## config.mk

```make
export PLATFORM = sky130hd
export DESIGN_NAME = idwpc_div
export DESIGN_NICKNAME = d
export VERILOG_FILES = /design/src/design/idwpc_div.sv
export SDC_FILE = /design/constraint.sdc
export NUM_CORES = 1
export LEC_CHECK = 0
export ABC_AREA = 1
export BUFFER_PORTS_ARGS = -buffer_cell sky130_fd_sc_hd__buf_2
export CORE_MARGIN = 3
export CORE_UTILIZATION = 50
export DETAILED_ROUTE_END_ITERATION = 6
export GPL_TIMING_DRIVEN = 0
export PLACE_DENSITY = 0.72
export SLEW_MARGIN = 25
export SYNTH_ARGS = -nofsm -noshare
export SYNTH_HDL_FRONTEND = slang
export SYNTH_SLANG_ARGS = --single-unit
```

## constraint.sdc

```tcl
create_clock -name clk -period 2.37 [get_ports clk]
set_input_delay 0.237 -clock clk [delete_from_list [all_inputs] [get_ports clk]]
set_output_delay 0.237 -clock clk [all_outputs]
set_load 0.01 [all_outputs]
```

## src/design/idwpc_div.sv

```systemverilog
// ----------------------------------------------------------------------------
// idwpc_div
// Restoring divider, one quotient bit per cycle. The caller guarantees that
// the quotient fits in QB bits.
// ----------------------------------------------------------------------------
module idwpc_div #(
  parameter int NW = 56,
  parameter int DW = 32,
  parameter int QB = 29
) (
  input  logic          clk,
  input  logic          rst_n,
  input  logic          start,
  input  logic [NW-1:0] num,
  input  logic [DW-1:0] den,
  output logic          busy,
  output logic          done,
  output logic [QB-1:0] quo
);

  logic [DW-1:0]            rem_r;
  logic [DW-1:0]            den_r;
  logic [QB-1:0]            low_r;
  logic [$clog2(QB+1)-1:0]  cnt_r;
  logic                     busy_r;
  logic                     done_r;
  logic [DW:0]              t;
  logic                     ge;

  always_comb begin
    t  = {rem_r, low_r[QB-1]};
    ge = (t >= {1'b0, den_r});
  end

  // Control.
  always_ff @(posedge clk) begin
    if (!rst_n) begin
      busy_r <= 1'b0;
      done_r <= 1'b0;
      cnt_r  <= '0;
    end else begin
      done_r <= 1'b0;
      if (start) begin
        busy_r <= 1'b1;
        cnt_r  <= ($clog2(QB+1))'(QB);
      end else if (busy_r) begin
        cnt_r <= cnt_r - 1'b1;
        if (cnt_r == ($clog2(QB+1))'(1)) begin
          busy_r <= 1'b0;
          done_r <= 1'b1;
        end
      end
    end
  end

  // Datapath: quotient bits shift into the low numerator register.
  always_ff @(posedge clk) begin
    if (start) begin
      rem_r <= DW'(num >> QB);
      low_r <= num[QB-1:0];
      den_r <= den;
    end else if (busy_r) begin
      rem_r <= ge ? DW'(t - {1'b0, den_r}) : t[DW-1:0];
      low_r <= {low_r[QB-2:0], ge};
    end
  end

  assign quo  = low_r;
  assign busy = busy_r;
  assign done = done_r;

endmodule

```

==> run metrics <==
outcome=finished clean; Area Growth Syn to Fin=28.1%; non-filler cells, final=1298; DR iter-0 viols=400; later-pin clock latency in the skew report=360 ps; TNS Setup=0 ps; worst slack, placed=-185 ps; reg2reg setup slack=60 ps; final worst slack=57.5 ps; worst hold path type=in2reg; fmax=0.432 GHz; die area=0.0156 mm^2; CP Max Fanout=8; layout cell share with drive strength beyond 1=0.277; chip width=125 um; Final min period=2310 ps; final core occ=0.669; fill count=1171; Via density=5.06; DR vias=6562; Synth cell types=37; design area=0.00907 mm^2; Max clock buf depth=2; #FFs+latches synth=100; FFs w/ async S/R, synth=0; critical path type=reg2reg; first-pass GRT wire length=29.5 mm; Warnings, synthesis=0; Mapped Area=0.00709 mm^2; Synth top area share=0.373; Worst-Margin Slew=830 ps; proportion of synthesized area in mux cells=0; Layout Skew=15.2 ps; max-slew violation count=0; RSZ-0062 raised after global routing=yes; Synth Area in Compound Gates=0.0260; vias in the first global route=6189; Antenna Cells=0; number of port buffers=121; count of final setup violators=0; syn avg cell area=7.36 um^2; Initial Utilization=0.523; routed wire length=19.1 mm; Placement Cell Area=0.00793 mm^2; Mapped Nets=1089; Most used DFF post-synth=edfxtp_1; Top Ports=122; H-tree depth=3; max_cap viols=0; Simple-Gate Fraction of Synth Area=0.379; initial antenna violation count=0; clock slew at reported path FFs=80 ps; top post-synthesis cells by area=edfxtp_1 (37%), nand2_1 (21%), inv_1 (8.1%), ha_1 (6.0%), nand3b_1 (4.6%); Placed Cells=1261; post-synthesis cell count=963; most frequent cells in the layout=nand2_1 (368), inv_1 (149), buf_2 (125); routed wire length per instance=14.7 um; Detailed Routing Iterations Pass 1=5; part of the Yosys area used for sequential elements=0.407; CTS Buf Count=9; row count=42; GRT Residual Overflow=0; most common cell after layout, fill and taps aside=nand2_1; clk sink count=100; Antenna Nets Post-Route=0; Post-route DRC=0; largest net degree at the start of global routing=38; hold_buf cts=0; HPWL after DPL=13.9 mm; Hold Fails Final Rpt=0; GRT Total Usage=0.231; CTS tree=done; number of synthesized flops with an enable pin=88; Placer Congestion=0.913; largest family of logic cells by synthesized area=simple AND/OR/NAND/NOR gates; Max-slew headroom=0.446; Final period util=0.976; Yosys top cell by area=edfxtp_1; die span in y=125 um; root buf cell=clkbuf_16; pwr dens=696 mW/mm^2; crit path DAT=2420 ps; WP data required=2480 ps; Core Area=0.0136 mm^2; Final #Nets=1243; Synth Area in XOR/XNOR=0.0173; Pleak=0.00458 uW; Max IR drop VDD=0.503 mV; adder-cell share of the synthesized area=0.0629; nature of the critical path endpoint=flop; CP Launch Type=flop
==> Yosys cell counts, types with 5 or more instances <==
cell / count
dfxtp_1: 12
buf_2: 7
nand3b_1: 43
nand2_1: 400
inv_2: 5
a21oi_1: 22
clkbuf_1: 7
nor2_2: 7
nand2_2: 36
xnor2_1: 13
edfxtp_1: 88
nand3_1: 50
nor3_1: 6
nand3_2: 5
inv_1: 153
ha_1: 34
nor2_1: 40
==> cell type report <==
type | instances | area, um^2 | share of cell area
multi-input combinational | 681 | 4030 | 0.444
sequential | 100 | 2880 | 0.318
timing repair buffer | 143 | 858 | 0.0946
inverter | 159 | 599 | 0.0660
clock buffer | 10 | 229 | 0.0252
tap | 176 | 220 | 0.0243
buffer | 23 | 195 | 0.0215
clock inverter | 6 | 57.6 | 0.00634
==> path summary, 6_finish.rpt <==
path / start / endpoint / depth (start not counted)
max reg2reg: rem_r[1]$_DFFE_PP_ / rem_r[9]$_DFFE_PP_ / 16
max: rem_r[1]$_DFFE_PP_ / rem_r[9]$_DFFE_PP_ / 16
min: den[7] / den_r[7]$_DFFE_PP_ / 1
min reg2reg: cnt_r[3]$_SDFFE_PN0P_ / cnt_r[3]$_SDFFE_PN0P_ / 2
==> flip-flops by register name, indices dropped and copies added, names as in the netlist <==
register	flops
busy	1
cnt_r	5
den_r	32
done	1
quo	29
rem_r	32
==> power breakdown <==
part	total, uW	switching (uW)	internal [uW]	leakage, uW
combinational	2570	1480	1090	0.00345
sequential	2280	128	2150	0.000985
clock	1470	728	738	0.000141
==> cells by family after synthesis <==
| kind of cell | count (synthesis) |
|---|---|
| DFF | 100 |
| and+or+nand+nor | 599 |
| adders and majority gates | 35 |
| buffers and inverters | 182 |
| xor gates and xnor gates | 14 |
| AOI/OAI and AO/OA | 33 |
==> critical path, cell delays in order, from the launching register on <==
cell,delay [ps]
edfxtp_1,430
ha_4,290
buf_6,120
nand2_2,50
nand2_2,50
nand2_2,60
nand2_2,70
nand2_2,60
nand3_4,90
nand2_2,70
nand2_2,90
nand3_4,140
nand2_8,190
clkbuf_16,180
nand2_2,50
nand3_1,60
nand2_1,60
==> metal layers <==
| metal | part of all wire | track usage |
|---|---|---|
| met4 | 0.027 | 0.0791 |
| met3 | 0.068 | 0.0525 |
| met2 | 0.47 | 0.379 |
| met5 | 0 | 0 |
| met1 | 0.43 | 0.304 |
==> timing repair <==
item | in CTS | in global routing
buffers inserted | 3 | 14
endpoints found under the setup margin | 29 | 31
gates cloned | 0 | 4
resized for setup | 17 | 95
pin swaps | 1 | 35
==> stage by stage <==
stage | power, uW | hold WS (ps)
after detailed placement | 4340 | 415
final | 6310 | 45.0
after CTS | 5870 | 34.1
after floorplan | 3790 | 336
after global placement | 4310 | 414
after global routing | 6700 | 32.1
Note: power is estimated with default switching activity, not from simulation.
