<file path="src/design/idwpc_table.sv">
// ----------------------------------------------------------------------------
// idwpc_table
// Registration table: one synchronous memory of point and offset entries with
// a registered read port and per-entry valid bits that make reset read zero.
// ----------------------------------------------------------------------------
module idwpc_table #(
  parameter int DEPTH = 4,
  parameter int WIDTH = 96
) (
  input  logic                     clk,
  input  logic                     rst_n,
  input  logic                     wr_en,
  input  logic [$clog2(DEPTH)-1:0] wr_addr,
  input  logic [WIDTH-1:0]         wr_data,
  input  logic [$clog2(DEPTH)-1:0] rd_addr,
  output logic [WIDTH-1:0]         rd_data
);

  logic [WIDTH-1:0] mem [DEPTH];
  logic [DEPTH-1:0] vld_r;
  logic [WIDTH-1:0] rd_data_r;

  // Storage array, no reset.
  always_ff @(posedge clk) begin
    if (wr_en) begin
      mem[wr_addr] <= wr_data;
    end
  end

  // Valid bits: an entry never written reads as zero.
  always_ff @(posedge clk) begin
    if (!rst_n) begin
      vld_r <= '0;
    end else if (wr_en) begin
      vld_r[wr_addr] <= 1'b1;
    end
  end

  // Registered read port.
  always_ff @(posedge clk) begin
    rd_data_r <= vld_r[rd_addr] ? mem[rd_addr] : '0;
  end

  assign rd_data = rd_data_r;

endmodule

</file>
<file path="config.mk">
export PLATFORM = sky130hd
export DESIGN_NAME = idwpc_table
export DESIGN_NICKNAME = d
export VERILOG_FILES = /design/src/design/idwpc_table.sv
export SDC_FILE = /design/constraint.sdc
export NUM_CORES = 1
export LEC_CHECK = 0
export BUFFER_PORTS_ARGS = -buffer_cell sky130_fd_sc_hd__buf_2
export CORE_AREA = 10 10 240 242
export CTS_BUF_LIST = sky130_fd_sc_hd__clkbuf_16
export CTS_CLUSTER_DIAMETER = 120
export DETAILED_ROUTE_END_ITERATION = 16
export DIE_AREA = 0 0 250 252
export GPL_TIMING_DRIVEN = 0
export HOLD_SLACK_MARGIN = 0.03
export SYNTH_ARGS = -nofsm -noshare
export SYNTH_HDL_FRONTEND = slang
export SYNTH_SLANG_ARGS = --single-unit
</file>
<file path="constraint.sdc">
create_clock -name clk -period 12.5 [get_ports clk]
set_input_delay 3.75 -clock clk [delete_from_list [all_inputs] [get_ports clk]]
set_output_delay 3.75 -clock clk [all_outputs]
set_load 0.01 [all_outputs]
</file>
==> impl_table.tex, run 1 <==
\begin{tabular}{lr}
\hline
Metric & Value \\
\hline
\multicolumn{2}{l}{\textbf{Clock network}} \\
\quad Maximum level of the CTS H-tree & 2 \\
\quad CTS buffer count & 51 \\
\quad Number of buffers added for setup after CTS & 0 \\
\quad Number of sinks handled by clock tree synthesis & 484 \\
\quad Later-pin clock latency in the skew report & 590 ps \\
\quad Post-cts resize count & 0 \\
\quad Clock tree from TritonCTS & built \\
\quad Buffers from clock root to sink, at most & 3 \\
\quad CTS root buf & sky130\_fd\_sc\_hd\_\_clkbuf\_16 \\
\quad Clock edge transition at the registers on the reported setup and hold paths & 50 ps \\
\quad Hold buffers post-CTS & 0 \\
\multicolumn{2}{l}{\textbf{STA}} \\
\quad Max-slew violation total from the final report & 0 \\
\quad Setup WS post-layout & 7351 ps \\
\quad Worst Max-Slew Pin Slew & 851.9 ps \\
\quad Final count of negative-setup-slack endpoints & 0 \\
\quad Final cycle utilization of the critical path & 41.19\% \\
\quad RSZ-0062 raised after global routing & no \\
\quad Total count of hold-check failures in the final report & 0 \\
\quad Worst relative slew slack & 43.21\% \\
\quad Setup Skew & about 15 ps \\
\quad Final period demand of the worst path & 5149 ps \\
\quad Highest clock rate & approximately 0.19 GHz \\
\multicolumn{2}{l}{\textbf{Status}} \\
\quad Run status & finished clean \\
\multicolumn{2}{l}{\textbf{Floorplan}} \\
\quad Core region area & between 50000 and 60000 sq um \\
\quad I/O pin cnt & 199 \\
\quad Die W & 250 microns \\
\quad Die footprint & 63000 sq um \\
\quad Effective utilization at floorplan & 31.80\% \\
\quad Row Count & 84 \\
\quad Die Height & 252 microns \\
\multicolumn{2}{l}{\textbf{Pwr}} \\
\quad Cell Int Power & 2790 uW \\
\quad Maximum vdd drop & 0.1440 mV \\
\quad Pwr/cell area & $\sim$170 nW/um\^{}2 \\
\quad Net switching fraction of the power & roughly 20\% \\
\quad Fraction of power consumed by combinational cells & 5.1\% \\
\quad Share of total power in sequential cells & 52.5\% \\
\quad Leakage power of the design & 0.007383 uW \\
\quad Switching power summed over all nets & 710.0 uW \\
\quad Clock power frac & 42.4\% \\
\multicolumn{2}{l}{\textbf{Synthesis}} \\
\quad Syn Std Cell Area & 16680 sq um \\
\quad Count of warnings emitted by yosys & 0 \\
\quad Syn Area/Cell & between 20 and 25 sq um \\
\quad Sequential cell area fraction in the yosys report & about four fifths \\
\quad Cell count after synthesis & 717 \\
\quad Distinct cell type count of the synthesized netlist & 13 \\
\quad Net Count, Synth & 820 \\
\quad Total of flip-flops plus latches after synthesis & 484 \\
\multicolumn{2}{l}{\textbf{Global routing}} \\
\quad Via count of the first global-routing pass & 8418 \\
\quad Wire length of the first global-routing pass & 52220 microns \\
\quad Total GRT Usage & 10.83\% \\
\quad Total grt overflow & 0 \\
\quad Initial antenna violation count & 6 \\
\quad Largest net degree at the start of global routing & 50 \\
\multicolumn{2}{l}{\textbf{Finish}} \\
\quad Share of cells above drive strength 1 & 37.62\% \\
\quad Commonest non-fill, non-tap cell in the layout & sky130\_fd\_sc\_hd\_\_edfxtp\_1 \\
\quad Non-Filler Cell Area, Final & 20480 sq um \\
\quad Post-layout instance count excluding filler cells & around 1700 \\
\quad Final Util & between 30\% and 40\% \\
\quad Fillcell total & 4731 \\
\quad Footprint of the flip-flops and latches & 13530 sq um \\
\quad Area of combinational cells with multiple inputs & 2943 sq um \\
\quad Area growth syn-to-layout & 22.78\% \\
\quad Most frequent cells in the layout & 384 x sky130\_fd\_sc\_hd\_\_edfxtp\_1, 207 x sky130\_fd\_sc\_hd\_\_buf\_2, 100 x sky130\_fd\_sc\_hd\_\_dfxtp\_1 \\
\quad Total number of nets in the final design & 1086 \\
\multicolumn{2}{l}{\textbf{Place}} \\
\quad DP HPWL & 22270 microns \\
\quad Setup slack at placement & 6727 ps \\
\quad Placed Cells incl. Taps & 1618 \\
\quad IO Port Bufs & 196 \\
\quad Cell Area, Placed & about 19000 sq um \\
\quad Final GP Congestion & 0.6771 \\
\multicolumn{2}{l}{\textbf{Drt}} \\
\quad Total vias in the final route & 7631 \\
\quad Antenna-violating nets left & 0 \\
\quad Remaining design rule violation count & 0 \\
\quad Via/cell ratio & 4.444 \\
\quad Final WL & approximately 35000 microns \\
\quad First-pass iteration count of the detailed router & 4 \\
\quad WL/cell & 20.15 microns \\
\quad Initial DRC Count & 399 \\
\multicolumn{2}{l}{\textbf{Worst setup path}} \\
\quad Crit end category & flip-flop \\
\quad Worst Path Class, Setup & in -> reg \\
\quad Maximum fanout along the worst path & 9 \\
\quad Required arrival time at the worst endpoint & about 13000 ps \\
\quad Crit start category & input port \\
\quad Worst path arrival time & 5430 ps \\
\multicolumn{2}{l}{\textbf{Hold path}} \\
\quad Worst hold-check path type & reg -> reg \\
\multicolumn{2}{l}{\textbf{Job}} \\
\quad Max cap viols & 0 \\
\hline
\end{tabular}
[area by class of cell]
| class | count | share of cell area (%) |
|---|---|---|
| clock buffers | 51 | 6.232 |
| clock inverters | 45 | 1.894 |
| multi-input cells | 201 | 14.37 |
| well taps | 688 | 4.204 |
| plain buffers | 32 | 1.075 |
| repair buffers | 213 | 6.104 |
| diodes | 3 | 0.03666 |
| flip-flops and latches | 484 | 66.08 |
[per-stage QoR]
stage | TNS (ps) | hold slack, ps | total power, uW
2_1_floorplan | 0 | 435.4 | 1969
3_3_place_gp | -595620 | 440.9 | 2050
3_5_place_dp | 0 | 453.0 | 2056
4_1_cts | 0 | 466.4 | 3559
5_1_grt | 0 | 482.3 | 3642
6_report | 0 | 463.6 | 3500
[cell families (layout without fill, tap and decap cells)]
group	after synthesis	count (layout)	share of synthesized area [%]
compound gates	4	4	0.1801
buf+inv	32	341	1.320
flops	484	484	81.14
mux	97	97	13.57
other cells	0	3	0
simple gates	100	100	3.789
[critical path, stage by stage]
cell                      delay [ps]
sky130_fd_sc_hd__buf_2           120
sky130_fd_sc_hd__nor3b_2         660
sky130_fd_sc_hd__buf_6           250
sky130_fd_sc_hd__buf_8           160
sky130_fd_sc_hd__buf_6           170
sky130_fd_sc_hd__buf_6           160
sky130_fd_sc_hd__buf_6           160
[synth_stat cells]
master / count / area share [%]
sky130_fd_sc_hd__mux4_2: 76 / 10
sky130_fd_sc_hd__dfxtp_1: 100 / 12
sky130_fd_sc_hd__and3_1: 1 / 0.038
sky130_fd_sc_hd__clkbuf_1: 10 / 0.23
sky130_fd_sc_hd__and2_1: 96 / 3.6
sky130_fd_sc_hd__buf_8: 1 / 0.090
sky130_fd_sc_hd__and3b_1: 2 / 0.11
sky130_fd_sc_hd__buf_6: 10 / 0.68
sky130_fd_sc_hd__nor3b_1: 1 / 0.045
sky130_fd_sc_hd__o21a_1: 4 / 0.18
sky130_fd_sc_hd__mux4_1: 21 / 3.3
sky130_fd_sc_hd__buf_2: 11 / 0.33
sky130_fd_sc_hd__edfxtp_1: 384 / 69
[path summary, 6_finish.rpt]
check	startpoint	endpoint	slack [ps]	cells after the start
max	wr_addr[0]	mem[0][36]$_DFFE_PP_	7350	7
min	vld_r[3]$_SDFFE_PN0P_	vld_r[3]$_SDFFE_PN0P_	460	1
max reg2reg	vld_r[3]$_SDFFE_PN0P_	rd_data[67]$_SDFF_PN0_	10940	3
min reg2reg	vld_r[3]$_SDFFE_PN0P_	vld_r[3]$_SDFFE_PN0P_	460	1
[sequential cells by signal, indices dropped and copies added (netlist names)]
signal	cells
mem	384
rd_data	96
vld_r	4
[power by group through the flow]
stage          Clock (uW)  Combinational (uW)  Sequential [uW]
2_1_floorplan           0                90.9             1880
3_3_place_gp            0                 172             1880
3_5_place_dp            0                 184             1870
4_1_cts              1540                 184             1840
5_1_grt              1600                 195             1840
6_report             1490                 177             1840
[routing by layer]
metal	part of all wire, %	up-vias	GRT usage (%)
met2	47	198	17.46
li1	-	3430	-
met3	6.8	60	3.547
met5	0.22	-	0
met4	2.2	12	3.528
met1	43	3931	13.59
Power figures use the tool's default switching activity.
==> run 2, diff against run 1 <==
==> constraint.sdc (replaced) <==
create_clock -name clk -period 4.2 [get_ports clk]
set_input_delay 1.26 -clock clk [delete_from_list [all_inputs] [get_ports clk]]
set_output_delay 1.26 -clock clk [all_outputs]
set_load 0.01 [all_outputs]
==> run 2 against run 1 <==
Against the previous run:
- worst hold slack worse by 2.8 ps
- via count increased by 0.45%
- register-to-register slack worse by 8400 ps
- critical endpoint is now mem[2][59]$_DFFE_PP_
- highest routed layer unchanged
- non-clock buffer count down 4
==> impl_table.tex, run 2 (same netlist as run 1, synthesis figures left out) <==
\begin{tabular}{lr}
\hline
Metric & Value \\
\hline
\multicolumn{2}{l}{\textbf{Status}} \\
\quad Run status & finished clean \\
\multicolumn{2}{l}{\textbf{Global routing}} \\
\quad Total GRT Usage & 10.99\% (+0.16 points) \\
\quad Initial antenna violation count & 6 (unchanged) \\
\quad Largest net degree at the start of global routing & 36 (-28\%) \\
\quad Wire length of the first global-routing pass & 52440 microns (+0.42\%) \\
\quad Total grt overflow & 0 (unchanged) \\
\quad Via count of the first global-routing pass & 8333 (-1.0\%) \\
\multicolumn{2}{l}{\textbf{Worst setup path}} \\
\quad Required arrival time at the worst endpoint & 4460 ps (-8320 ps) \\
\quad Crit end category & flip-flop \\
\quad Worst Path Class, Setup & in -> reg \\
\quad Worst path max stage delay & 740 ps (+80 ps) \\
\quad Worst path arrival time & 2780 ps (-2650 ps) \\
\quad Crit start category & input port \\
\quad Maximum fanout along the worst path & 35 (+26) \\
\quad Cells along the critical path & buf\_2 > and3b\_4 > buf\_16 > buf\_12 \\
\quad Slowest library cell on the worst path & sky130\_fd\_sc\_hd\_\_and3b\_4 \\
\multicolumn{2}{l}{\textbf{Finish}} \\
\quad Most frequent cells in the layout & 384 x sky130\_fd\_sc\_hd\_\_edfxtp\_1, 207 x sky130\_fd\_sc\_hd\_\_buf\_2, 100 x sky130\_fd\_sc\_hd\_\_dfxtp\_1 \\
\quad Number of flip-flops under the largest register name & 384 (unchanged) \\
\quad Post-layout instance count excluding filler cells & 1710 (-0.41\%) \\
\quad Biggest register & mem \\
\quad Area growth syn-to-layout & 22.97\% \\
\quad Total number of nets in the final design & 1083 (-0.28\%) \\
\quad Final Util & 39.11\% (+0.060 points) \\
\quad Commonest non-fill, non-tap cell in the layout & sky130\_fd\_sc\_hd\_\_edfxtp\_1 \\
\quad Non-Filler Cell Area, Final & 20510 sq um (+0.15\%) \\
\quad Share of cells above drive strength 1 & 37.81\% (+0.18 points) \\
\multicolumn{2}{l}{\textbf{Clock network}} \\
\quad Clock tree from TritonCTS & built \\
\quad Buffers from clock root to sink, at most & 3 (unchanged) \\
\quad Number of sinks handled by clock tree synthesis & 484 (unchanged) \\
\quad CTS buffer count & 52 (+2.0\%) \\
\quad Number of buffers added for setup after CTS & 0 (unchanged) \\
\quad Post-cts resize count & 0 (unchanged) \\
\quad Clock edge transition at the registers on the reported setup and hold paths & 60 ps (about the same) \\
\quad Hold buffers post-CTS & 0 (unchanged) \\
\quad Later-pin clock latency in the skew report & 580 ps (about the same) \\
\quad Maximum level of the CTS H-tree & 2 (unchanged) \\
\quad CTS root buf & sky130\_fd\_sc\_hd\_\_clkbuf\_16 \\
\multicolumn{2}{l}{\textbf{STA}} \\
\quad Highest clock rate & 0.3971 GHz \\
\quad Final cycle utilization of the critical path & between 50\% and 60\% \\
\quad Total count of hold-check failures in the final report & 0 (unchanged) \\
\quad Worst Max-Slew Pin Slew & 868.3 ps (+16.47 ps) \\
\quad Final count of negative-setup-slack endpoints & 0 (unchanged) \\
\quad RSZ-0062 raised after global routing & no \\
\quad Setup Skew & 12.73 ps (-1.830 ps) \\
\quad Worst relative slew slack & 42.05\% (-1.2 points) \\
\quad Final period demand of the worst path & 2518 ps \\
\quad Max-slew violation total from the final report & 0 (unchanged) \\
\multicolumn{2}{l}{\textbf{Floorplan}} \\
\quad Die Height & 252 microns (unchanged) \\
\quad Die footprint & 63000 sq um (unchanged) \\
\quad I/O pin cnt & 199 (unchanged) \\
\quad Row Count & 84 (unchanged) \\
\quad Die W & 250 microns (unchanged) \\
\quad Effective utilization at floorplan & 31.80\% (unchanged) \\
\quad Core region area & 52450 sq um (unchanged) \\
\multicolumn{2}{l}{\textbf{Drt}} \\
\quad First-pass iteration count of the detailed router & 4 (unchanged) \\
\quad Total vias in the final route & 7665 (+0.45\%) \\
\quad Via/cell ratio & 4.482 (+0.86\%) \\
\quad Antenna-violating nets left & 0 (unchanged) \\
\quad Final WL & 35210 microns (+1.8\%) \\
\quad Initial DRC Count & 335 (-16\%) \\
\quad WL/cell & 20.59 microns (+2.2\%) \\
\quad Remaining design rule violation count & 0 (unchanged) \\
\multicolumn{2}{l}{\textbf{Pwr}} \\
\quad Leakage power of the design & 0.007380 uW (about the same) \\
\quad Pwr/cell area & 508.0 nW/um\^{}2 (+200\%) \\
\quad Maximum vdd drop & 0.3678 mV (+160\%) \\
\multicolumn{2}{l}{\textbf{Place}} \\
\quad DP HPWL & 22110 microns (-0.73\%) \\
\quad IO Port Bufs & 196 (unchanged) \\
\quad Final GP Congestion & 0.6607 (-2.4\%) \\
\quad Placed Cells incl. Taps & 1614 (-0.25\%) \\
\quad Cell Area, Placed & 18850 sq um (+0.23\%) \\
\multicolumn{2}{l}{\textbf{Hold path}} \\
\quad Worst hold-check path type & reg -> reg \\
\multicolumn{2}{l}{\textbf{Job}} \\
\quad Max cap viols & 0 (unchanged) \\
\hline
\end{tabular}
[run 2: cell count changes in the layout (fill, tap and decap cells not counted), moves of 2 or more]
| cell | before | now |
|---|---|---|
| sky130_fd_sc_hd__buf_8 | 2 | 4 |
| sky130_fd_sc_hd__clkbuf_16 | 51 | 53 |
| sky130_fd_sc_hd__clkinv_2 | 7 | 10 |
| sky130_fd_sc_hd__clkinv_1 | 10 | 7 |
| sky130_fd_sc_hd__bufinv_16 | 7 | 5 |
| sky130_fd_sc_hd__buf_6 | 21 | 10 |
| sky130_fd_sc_hd__buf_16 | 4 | 8 |
| sky130_fd_sc_hd__diode_2 | 3 | 1 |
| sky130_fd_sc_hd__inv_1 | 15 | 13 |
[run 2: layout make-up]
| type | count | area [sq um] |
|---|---|---|
| fill | 4765 | 31940 |
| timing repair buffer | 209 | 1286 |
| antenna | 1 | 2.502 |
| clock buffer | 53 | 1326 |
| tap | 688 | 860.8 |
| buffer | 32 | 220.2 |
| sequential | 484 | 13530 |
| multi-input combinational | 201 | 2949 |
| clock inverter | 42 | 331.6 |
[run 2: worst paths after layout]
kind | from | end | slack (ps) | cells past startpoint
worst max-delay path | wr_addr[0] | mem[2][59]$_DFFE_PP_ | 1680 | 4
worst min-delay path | vld_r[0]$_SDFFE_PN0P_ | vld_r[0]$_SDFFE_PN0P_ | 460 | 1
worst max register to register | vld_r[3]$_SDFFE_PN0P_ | rd_data[0]$_SDFF_PN0_ | 2550 | 3
worst min register to register | vld_r[0]$_SDFFE_PN0P_ | vld_r[0]$_SDFFE_PN0P_ | 460 | 1
[run 2: per-layer routing]
layer / GRT usage (%) / part of all wire [%] / up-vias
li1: - / - / 3425
met1: 13.30 / 42 / 3961
met2: 18.17 / 49 / 189
met3: 3.301 / 6.0 / 82
met4: 4.389 / 3.1 / 8
met5: 0 / 0.17 / -
[run 2: worst max-delay path, delay by kind of cell]
family	cells	cell delay, ps
buffers and inverters	3	690
and+or+nand+nor	1	740
[run 2: where the power goes]
group,switching (uW),internal (uW)
Clock,1830,2590
Combinational,276,258
Sequential,52.1,5420
Total,2160,8260
[run 2: through the flow]
step	setup slack [ps]	TNS, ps	power, uW	hold WS [ps]
global placement	-2480	-881620	6094	442.0
floorplan	24.97	0	5857	435.4
global route	1600	0	10830	487.5
finish	1682	0	10420	460.8
detailed placement	1017	0	6125	453.2
CTS	1674	0	10610	466.9
