## config.mk

```make
export PLATFORM = sky130hd
export DESIGN_NAME = idwpc_sqrt
export DESIGN_NICKNAME = d
export VERILOG_FILES = /design/src/design/idwpc_sqrt.sv
export SDC_FILE = /design/constraint.sdc
export NUM_CORES = 1
export LEC_CHECK = 0
export BUFFER_PORTS_ARGS = -buffer_cell sky130_fd_sc_hd__buf_4
export CAP_MARGIN = 20
export CORE_MARGIN = 2
export CORE_UTILIZATION = 35
export CTS_BUF_LIST = sky130_fd_sc_hd__clkbuf_2 sky130_fd_sc_hd__clkbuf_4 sky130_fd_sc_hd__clkbuf_8
export DETAILED_ROUTE_END_ITERATION = 10
export PLACE_DENSITY = 0.67
export SLEW_MARGIN = 20
export SYNTH_ARGS = -nofsm -noshare
export SYNTH_HDL_FRONTEND = slang
export SYNTH_SLANG_ARGS = --single-unit
export TNS_END_PERCENT = 30
```

## constraint.sdc

```tcl
create_clock -name clk -period 3.8 [get_ports clk]
set_input_delay 0.76 -clock clk [delete_from_list [all_inputs] [get_ports clk]]
set_output_delay 0.76 -clock clk [all_outputs]
set_load 0.1 [all_outputs]
```

## src/design/idwpc_sqrt.sv

```systemverilog
// ----------------------------------------------------------------------------
// idwpc_sqrt
// Restoring square root, one root bit per cycle, rounded to nearest.
// ----------------------------------------------------------------------------
module idwpc_sqrt #(
  parameter int RB = 25
) (
  input  logic            clk,
  input  logic            rst_n,
  input  logic            start,
  input  logic [2*RB-1:0] radicand,
  output logic            busy,
  output logic            done,
  output logic [RB-1:0]   root
);

  logic [2*RB-1:0]          rad_r;
  logic [RB-1:0]            root_r;
  logic [RB+1:0]            rem_r;
  logic [$clog2(RB+1)-1:0]  cnt_r;
  logic                     busy_r;
  logic                     done_r;
  logic [RB+3:0]            rem_sh;
  logic [RB+3:0]            trial;
  logic                     ge;

  // One trial subtraction per step.
  always_comb begin
    rem_sh = {rem_r, rad_r[2*RB-1 -: 2]};
    trial  = {2'b00, root_r, 2'b01};
    ge     = (rem_sh >= trial);
  end

  // Control.
  always_ff @(posedge clk) begin
    if (!rst_n) begin
      busy_r <= 1'b0;
      done_r <= 1'b0;
      cnt_r  <= '0;
    end else begin
      done_r <= 1'b0;
      if (start) begin
        busy_r <= 1'b1;
        cnt_r  <= ($clog2(RB+1))'(RB);
      end else if (busy_r) begin
        cnt_r <= cnt_r - 1'b1;
        if (cnt_r == ($clog2(RB+1))'(1)) begin
          busy_r <= 1'b0;
          done_r <= 1'b1;
        end
      end
    end
  end

  // Datapath.
  always_ff @(posedge clk) begin
    if (start) begin
      rad_r  <= radicand;
      root_r <= '0;
      rem_r  <= '0;
    end else if (busy_r) begin
      rad_r  <= rad_r << 2;
      root_r <= {root_r[RB-2:0], ge};
      rem_r  <= ge ? (RB+2)'(rem_sh - trial) : rem_sh[RB+1:0];
    end
  end

  // Round up when the remainder exceeds the floor root.
  assign root = root_r + RB'(rem_r > {2'b00, root_r});
  assign busy = busy_r;
  assign done = done_r;

endmodule

```

==> metrics.txt, run 1 <==
register area=between 2000 and 3000 sq um; yosys warns=0; adder-cell area share of the yosys netlist=0.0621; final setup fails=20; clock latency on the worst-skew pair=0.40 ns; largest family of logic cells by synthesized area=simple AND/OR/NAND/NOR gates; Tightest Hold Check Type=flip-flop to flip-flop; io pins=80; CP max-delay cell=a311o_1; Final Cycle Share=1.08; clock tree buffer depth=2; CP startpoint kind=flip-flop; Max Clk Rate=243 MHz; Sink Count=109; ys flop type=dfxtp_1; setup TNS=-3.44 ns; RSZ-0062 raised after global routing=yes; vias=5513; clk root buf=clkbuf_8; Distinct cells, synth=55; Post-route DRC=0; sequential-to-total area share from yosys stat=0.416; Layout area overhead=43.4%; arrival time of the worst setup path=~3.4 ns; die area=just under 20000 sq um; initial drt markers=200; post-synthesis simple-gate area fraction=0.142; final worst setup slack=-0.320 ns; failing checks=negative setup slack; share of layout cells above drive strength 1=0.446; multi-input logic area=4070 sq um; Antenna Nets Post-Route=0; Post-Syn Nets=~750; vias per inst=5.04; final core utilization=0.513; leakage=slightly below 4 nW; non-filler cells in the finished layout=1094; Die Y=140 um; Die Width=~140 um; Row Count=49; Clk pin slew, worst setup/hold paths=0.12 ns; Combinational Power Share=0.611; post-synthesis mux area share=0.135; Post-Syn Area=between 6000 and 7000 sq um; initial core utilization=0.358; Crit path max-delay family=compound AO/OA/AOI/OAI gates; measured slew at the worst slew-check pin=between 1 and 1.5 ns; area leader, netlist=edfxtp_1; initial antenna violation count=0; number of global-route vias before repair=about 5400; Seq cells post-synth=109; internal power=0.00332 W; CTS tree=built; grt ovf=0; worst path cell trace=inv_2 > ha_4 > and3_4 > a311o_1 > a211oi_2 > o21ai_1 > o31a_1 > ha_2 > ha_4 > nand4_1 > inv_2 > buf_4 > and3_4 > xnor2_4 > buf_12; hold path depth=2; WL per Instance=14.6 um; FF-to-FF End=rem_r[21]; Worst slew margin=0.330; Post-Route WL=between 15000 and 20000 um; worst hold start=root_r[24]; IO Port Bufs=79; switching power=0.00241 W; clock power share=0.128; worst r2r path cells=10; Synth async-reset ratio=0; CP Data Required Time=3.04 ns; H-Tree Depth=3; largest net degree at the start of global routing=62; TritonCTS Buffers=9; r2r startpoint=root_r[1]; post-synthesis xor/xnor area fraction=0.0639; ANT cells=0; DR pass1 iterations=4; Hold Path End=root_r[24]; fillers=1673; core area=about 18000 sq um; Hold Vio Cnt, Final=0; Mapped Cells=663; synth top area cells=edfxtp_1 (23%), dfxtp_1 (18%), mux2_2 (8.4%); min cycle time layout=between 4 and 5 ns; Sw Share=0.421; wire length of the first global-routing pass=between 20000 and 30000 um; CP bufs+invs=4; RePlAce Congestion=0.919; R2R Setup Slk=0.64 ns; Compound-Gate Fraction of Synth Area=0.131; CP peak stage delay=0.39 ns; dpl ws=-0.187 ns; CTS Hold Bufs=0; Yosys top cell area share=0.233; All-Layer GR Usage=0.165; clk_skew=0.0140 ns; number of synthesized flops with an enable pin=50; number of max-slew violations in the final report=0; Crit Path Max Fanout=4; total placed cells including tap cells=roughly 1100; Pwr Density=around 620 nW/um^2; Final nets=around 950; DP Wirelength=11500 um; Max IR drop VDD=0.465 mV; Avg Cell Area, Syn=~9.7 sq um; status=finished, violations left; Worst setup EP type=output port; Setup CP Type=flip-flop to output port; power share of the sequential group=0.261; Max-Cap Viols=0
## metal layers
layer / track usage / share of wire
met1: 0.218 / 0.47
met2: 0.261 / 0.46
met3: 0.0544 / 0.058
met4: 0.0416 / 0.016
met5: 0 / 0
## power groups by stage
| stage | registers (W) | clock network [W] | logic, W |
|---|---|---|---|
| 6_report | 0.00149 | 0.000732 | 0.00350 |
| 5_1_grt | 0.00151 | 0.000810 | 0.00383 |
| 4_1_cts | 0.00149 | 0.000759 | 0.00336 |
| 3_5_place_dp | 0.00150 | 0 | 0.00314 |
| 3_3_place_gp | 0.00149 | 0 | 0.00313 |
| 2_1_floorplan | 0.00149 | 0 | 0.00239 |
## logic make-up (layout without fill, tap and decap cells)
logic type | Yosys count | count (layout)
adder cells (fa/ha/maj) | 32 | 32
buffers and inverters | 72 | 274
XOR/XNOR | 47 | 47
AO/OA/AOI/OAI | 127 | 127
flip-flops | 109 | 109
multiplexers | 81 | 81
AND/OR/NAND/NOR | 195 | 195
## flip-flops by register name (all words and copies together) (netlist names)
register / flops
root_r: 25
done: 1
cnt_r: 5
rem_r: 27
rad_r: 50
busy: 1
## Yosys cell counts, types with 3 or more instances
cell type / count
nand4_1: 7
o21ai_0: 21
a21o_1: 5
nor3_1: 15
nor3b_1: 3
inv_1: 42
buf_4: 3
and2_1: 3
a32oi_1: 5
mux2i_1: 33
nor4_1: 6
a211oi_1: 19
dfxtp_1: 59
o211ai_1: 6
and3_1: 7
nor2b_1: 3
edfxtp_1: 50
buf_1: 3
a31oi_1: 10
ha_1: 32
a21oi_1: 35
nand2_1: 33
xnor2_1: 34
clkbuf_1: 19
mux2_2: 48
and4_1: 3
nor2_1: 79
nand2b_1: 9
or3_1: 4
buf_6: 3
a311oi_1: 3
xor2_1: 13
nand3_1: 18
## cells in the final DEF (no fill, tap or decap), types with 4 or more instances in the layout
master    instances
a211oi_1         18
a21o_1            5
a21oi_1          33
a31oi_1          10
a32oi_1           5
and3_1            5
buf_12            8
buf_4           190
buf_6            14
clkbuf_8          9
dfxtp_1          40
dfxtp_2          17
edfxtp_1         50
ha_1             15
ha_4             16
inv_1            31
inv_2            10
mux2_2           48
mux2i_1          33
nand2_1          29
nand2b_1          9
nand3_1          13
nand3_2           4
nand4_1           7
nor2_1           75
nor3_1           12
o211ai_1          6
o21ai_0          17
or3_1             4
xnor2_1          12
xnor2_2          15
xnor2_4           7
xor2_1           12
## worst min-delay path: stages (launching register included)
cell     delay, ns
dfxtp_1       0.34
mux2i_1       0.07
nor2_1        0.07
## worst max path at each step
| stage | slack [ns] | endpoint | cells past startpoint | startpoint |
|---|---|---|---|---|
| final | -0.32 | root[12] | 15 | root_r[16] |
| after global routing | -0.50 | root[24] | 15 | root_r[11] |
| after CTS | -0.35 | root[24] | 16 | root_r[12] |
| after detailed placement | -0.19 | root[24] | 16 | root_r[21] |
| after global placement | -0.13 | root[24] | 16 | root_r[21] |
| after floorplan | -0.32 | root[14] | 14 | root_r[20] |
## layout make-up
cell class,instances,share of cell area
multi-input cells,482,0.440
clock inverters,7,0.00880
flip-flops and latches,109,0.293
well taps,229,0.0310
repair buffers,216,0.196
inverters,42,0.0173
clock buffers,9,0.0134
## metrics by stage
stage	hold slack [ns]	cell area, sq um	total power (W)
2_1_floorplan	0.457	6810	0.00388
3_3_place_gp	0.476	8450	0.00463
3_5_place_dp	0.486	8450	0.00464
4_1_cts	0.510	9020	0.00561
5_1_grt	0.562	9250	0.00616
6_report	0.509	9250	0.00573
## repair_timing
| item | 4_1_cts | 5_1_grt |
|---|---|---|
| cloned | 0 | 0 |
| setup endpoints to repair | 23 | 23 |
| endpoints found under the hold margin | 0 | 0 |
| buffers inserted | 10 | 3 |
| resized for setup | 68 | 41 |
| pin swaps | 23 | 12 |
(Power assumes the default switching activity.)
==> run 2: changes to the inputs <==
CORE_UTILIZATION = 50   (was 35)
MAX_ROUTING_LAYER = met4   (was not set)
PLACE_DENSITY = 0.85   (was 0.67)
==> run 2 against run 1 <==
The flow still finishes with violations (negative setup slack). Highest routed layer unchanged. Non-clock buffer count shrank 18. Clock-buffer cell count is the same. Critical endpoint unchanged. Combinational power is 6.3% higher. First-iteration DRC count is 94% higher. Via count is 6.3% higher. Register-to-register slack got worse by 0.58 ns. Largest power group unchanged.
==> metrics.txt, run 2 (same netlist as run 1, synthesis figures left out) <==
status=finished, violations left; failing checks=negative setup slack; grt ovf=0; RSZ-0062 raised after global routing=yes; DR pass1 iterations=6; power share of the sequential group=0.252; DP Wirelength=12200 um; final worst setup slack=-0.306 ns; initial core utilization=0.511; commonest non-fill, non-tap cell in the layout=buf_4; Post-route DRC=0; FF-to-FF End=rem_r[12]; most frequent cells in the layout=buf_4 (171), nor2_1 (74), edfxtp_1 (50); CP max-delay cell=o311a_1; number of max-slew violations in the final report=0; Combinational Power Share=0.620; clock latency on the worst-skew pair=0.39 ns; internal power=between 0.003 and 0.004 W; R2R Setup Slk=0.06 ns; r2r startpoint=root_r[20]; wire length of the first global-routing pass=27900 um; arrival time of the worst setup path=about 3.4 ns; Hold Path End=root_r[24]; Antenna Nets Post-Route=0; clock tree buffer depth=2; RePlAce Congestion=between 0.9 and 1; CP startpoint kind=flip-flop; Layout area overhead=42.1%; share of layout cells above drive strength 1=0.452; hold path depth=2; IO Port Bufs=roughly 80; measured slew at the worst slew-check pin=1.03 ns; min cycle time layout=4.11 ns; switching power=0.00262 W; TritonCTS Buffers=9; non-filler cells in the finished layout=1020; CP Data Required Time=~3.0 ns; ANT cells=0; clk_skew=0.0145 ns; leakage=3.84 nW; Pwr Density=roughly 650 nW/um^2; initial antenna violation count=0; clock power share=0.128; Top reg by flops=rad_r; WL per Instance=17.8 um; core area=12600 sq um; Die Y=around 120 um; worst r2r path cells=21; initial drt markers=388; Hold Vio Cnt, Final=0; Die Width=118 um; All-Layer GR Usage=0.253; vias per inst=around 5.7; io pins=80; Final nets=928; total placed cells including tap cells=984; Clk pin slew, worst setup/hold paths=0.12 ns; final setup fails=21; Worst setup EP type=output port; vias=around 5900; Max Clk Rate=244 MHz; die area=13800 sq um; largest net degree at the start of global routing=75; Setup CP Type=flip-flop to output port; max reg flops=50; Post-Route WL=between 15000 and 20000 um; dpl ws=-0.161 ns; worst path cell trace=inv_2 > ha_4 > buf_6 > nand2_2 > a21oi_2 > o311a_1 > a211oi_2 > o21ai_2 > o31a_1 > ha_2 > ha_4 > nand4_1 > inv_2 > buf_4 > and3_4 > xnor2_4 > buf_12; Max-Cap Viols=0; worst hold start=root_r[24]; CTS Hold Bufs=0; setup TNS=-3.62 ns; Max IR drop VDD=a little over 0.4 mV; biggest regs=rad_r x50, rem_r x27, root_r x25; CP peak stage delay=about 0.37 ns; number of global-route vias before repair=5885; Sink Count=approximately 110; Tightest Hold Check Type=flip-flop to flip-flop; Row Count=41; clk root buf=clkbuf_8; Worst slew margin=0.311; H-Tree Depth=3; Final Cycle Share=1.08; CTS tree=built; Crit Path Max Fanout=4; Sw Share=0.437
[run 2: cell types whose count changed in the layout (fill, tap and decap cells not counted), moves of 3 or more]
| cell | previous run | this run |
|---|---|---|
| nand3_1 | 13 | 10 |
| ha_1 | 15 | 12 |
| buf_4 | 190 | 171 |
| buf_6 | 14 | 18 |
[run 2: final cells by class]
cell class / instances / area [sq um]
Clock buffer: 9 / 124
Clock inverter: 7 / 87.6
Fill cell: 899 / 3460
Inverter: 42 / 160
Multi-Input combinational cell: 483 / 4200
Sequential cell: 109 / 2710
Tap cell: 172 / 215
Timing Repair Buffer: 198 / 1660
[run 2: power by group through the flow]
| stage | registers (W) | clock network, W | logic, W |
|---|---|---|---|
| after floorplan | 0.00149 | 0 | 0.00239 |
| after global placement | 0.00150 | 0 | 0.00300 |
| after detailed placement | 0.00151 | 0 | 0.00307 |
| after CTS | 0.00151 | 0.000781 | 0.00333 |
| after global routing | 0.00153 | 0.000821 | 0.00397 |
| final | 0.00151 | 0.000766 | 0.00372 |
[run 2: worst max-delay path by stage]
stage / start / end / slack [ns]
2_1_floorplan: root_r[20] / root[14] / -0.32
3_3_place_gp: root_r[22] / root[24] / -0.05
3_5_place_dp: root_r[22] / root[24] / -0.16
4_1_cts: root_r[22] / root[24] / -0.32
5_1_grt: root_r[20] / root[24] / -0.45
6_report: root_r[20] / root[12] / -0.31
[run 2: critical path, delay by kind of cell (launching register included)]
family                     cells  cell delay (ns)
buffers and inverters          5             0.61
and+or+nand+nor                3             0.36
DFF                            1             0.35
adders and majority gates      3             0.60
xor gates and xnor gates       1             0.15
AOI/OAI and AO/OA              5             0.88
[run 2: routing by layer]
metal / GRT usage / part of all wire
met4: 0.103 / 0.037
met2: 0.430 / 0.51
met3: 0.0465 / 0.054
met5: - / 0
met1: 0.295 / 0.40
[run 2: repair_timing]
| action | CTS | global route |
|---|---|---|
| setup endpoints to repair | 23 | 51 |
| pin swaps | 20 | 22 |
| setup buffers | 14 | 6 |
| gates cloned | 0 | 1 |
| gates resized for setup | 64 | 68 |
[run 2: through the flow]
stage                     hold slack (ns)  utilization  power (W)  instance area, sq um
after CTS                           0.514        0.698    0.00561                  8810
final                               0.496        0.726    0.00599                  9160
after global routing                0.537        0.726    0.00632                  9160
after global placement              0.477        0.650    0.00450                  8200
after detailed placement            0.486        0.650    0.00459                  8200
after floorplan                     0.457            -    0.00388                  6810
==> run 3: changes to the inputs <==
CAP_MARGIN = not set   (was 20)
CTS_CLUSTER_DIAMETER = 40   (was not set)
GPL_TIMING_DRIVEN = 0   (was not set)
==> run 3 against run 2 <==
The flow still finishes with violations (negative setup slack). Fmax down 7.1%. Die area unchanged. Final cell count decreased by 3.2%. Global-route usage increased by 1.2 points. Core utilization decreased by 2.2 points. Critical path type unchanged. Largest cell class unchanged.
==> metrics.txt, run 3 (same netlist as run 1, synthesis figures left out) <==
Post-route DRC=0; vias=5645; register area=2740 sq um; WL per Instance=18.0 um; fillers=956; most frequent cells in the layout=buf_4 (113), nor2_1 (75), edfxtp_1 (50); clock latency on the worst-skew pair=approximately 0.41 ns; clk_skew=0.0149 ns; Hold Vio Cnt, Final=0; CP Data Required Time=3.04 ns; measured slew at the worst slew-check pin=0.883 ns; max reg flops=50; clock tree buffer depth=2; Final nets=895; final worst setup slack=-0.618 ns; CP startpoint kind=flip-flop; final setup fails=23; min cycle time layout=around 4.4 ns; CTS tree=built; TritonCTS Buffers=9; Worst slew margin=0.409; Crit Path Max Fanout=4; Max IR drop VDD=about 0.41 mV; number of max-slew violations in the final report=0; Layout area overhead=37.9%; RSZ-0062 raised after global routing=yes; DR pass1 iterations=6; IO Port Bufs=79; Post-Route WL=17800 um; initial antenna violation count=0; Pwr Density=between 600 and 700 nW/um^2; final core utilization=0.704; Max Clk Rate=226 MHz; Final Cycle Share=1.16; Worst setup EP type=output port; leakage=3.57 nW; ANT cells=0; H-Tree Depth=3; initial core utilization=0.511; DP Wirelength=12300 um; total placed cells including tap cells=915; status=finished, violations left; Sink Count=109; Die Width=118 um; multi-input logic area=between 4000 and 5000 sq um; Max-Cap Viols=0; share of layout cells above drive strength 1=0.410; io pins=80; All-Layer GR Usage=0.265; grt ovf=0; Tightest Hold Check Type=flip-flop to flip-flop; biggest regs=rad_r x50, rem_r x27, root_r x25; core area=12600 sq um; initial drt markers=444; vias per inst=5.72; number of global-route vias before repair=5909; commonest non-fill, non-tap cell in the layout=buf_4; Die Y=118 um; Clk pin slew, worst setup/hold paths=0.12 ns; largest net degree at the start of global routing=36; die area=13800 sq um; wire length of the first global-routing pass=28600 um; Setup CP Type=flip-flop to output port; Row Count=41; clk root buf=clkbuf_8; CTS Hold Bufs=0; failing checks=negative setup slack; Top reg by flops=rad_r; Antenna Nets Post-Route=0; non-filler cells in the finished layout=987; RePlAce Congestion=0.944; arrival time of the worst setup path=3.66 ns
-- run 3: path summary, 6_finish.rpt --
check                           startpoint    endpoint  slack (ns)  cells past startpoint
worst max-delay path            root_r[22]    root[24]       -0.62                     17
worst min-delay path            root_r[24]  root_r[24]        0.52                      2
worst max register to register  root_r[22]   rem_r[21]        0.13                     23
worst min register to register  root_r[24]  root_r[24]        0.52                      2
-- run 3: area by class of cell --
type | count | area share
clock inverters | 6 | 0.00662
inverters | 42 | 0.0200
plain buffers | 25 | 0.0153
flip-flops and latches | 109 | 0.308
clock buffers | 10 | 0.0148
multi-input cells | 482 | 0.472
well taps | 172 | 0.0242
repair buffers | 141 | 0.139
-- run 3: where the power goes --
| part | internal [W] | switching, W |
|---|---|---|
| clock network | 0.000265 | 0.000463 |
| logic | 0.00175 | 0.00199 |
| registers | 0.00139 | 0.000141 |
-- run 3: layer usage --
layer / track usage / share of wire / up-vias
li1: - / - / 2684
met1: 0.307 / 0.42 / 2718
met2: 0.447 / 0.50 / 213
met3: 0.0693 / 0.063 / 30
met4: 0.0904 / 0.017 / 0
met5: - / 0 / -
-- run 3: metrics by stage --
stage / setup WS, ns / hold slack [ns] / setup TNS [ns] / power (W) / area [sq um]
floorplan: -0.322 / 0.457 / -2.57 / 0.00388 / 6810
global placement: -0.989 / 0.474 / -6.03 / 0.00447 / 7620
detailed placement: -1.03 / 0.493 / -6.37 / 0.00452 / 7640
CTS: -0.496 / 0.518 / -15.68 / 0.00575 / 8710
global route: -0.787 / 0.550 / -11.61 / 0.00636 / 8890
finish: -0.618 / 0.524 / -7.90 / 0.00600 / 8890
-- run 3: worst max-delay path, cell delays in order, from the launching register on --
cell        delay (ns)
dfxtp_2           0.37
clkinvlp_4        0.11
ha_4              0.28
and4_4            0.25
nand2_4           0.07
nor2_4            0.09
nand2_2           0.07
o21ai_2           0.15
o31a_1            0.21
ha_4              0.17
ha_4              0.12
nand4_1           0.18
inv_2             0.18
nand3_4           0.10
buf_12            0.15
nor4_4            0.38
xnor2_4           0.17
buf_12            0.19
-- run 3: what timing repair did --
item / in CTS / in global routing
endpoints found under the setup margin: 24 / 52
pin swaps: 22 / 19
gates resized for setup: 107 / 39
buffers inserted: 56 / 12
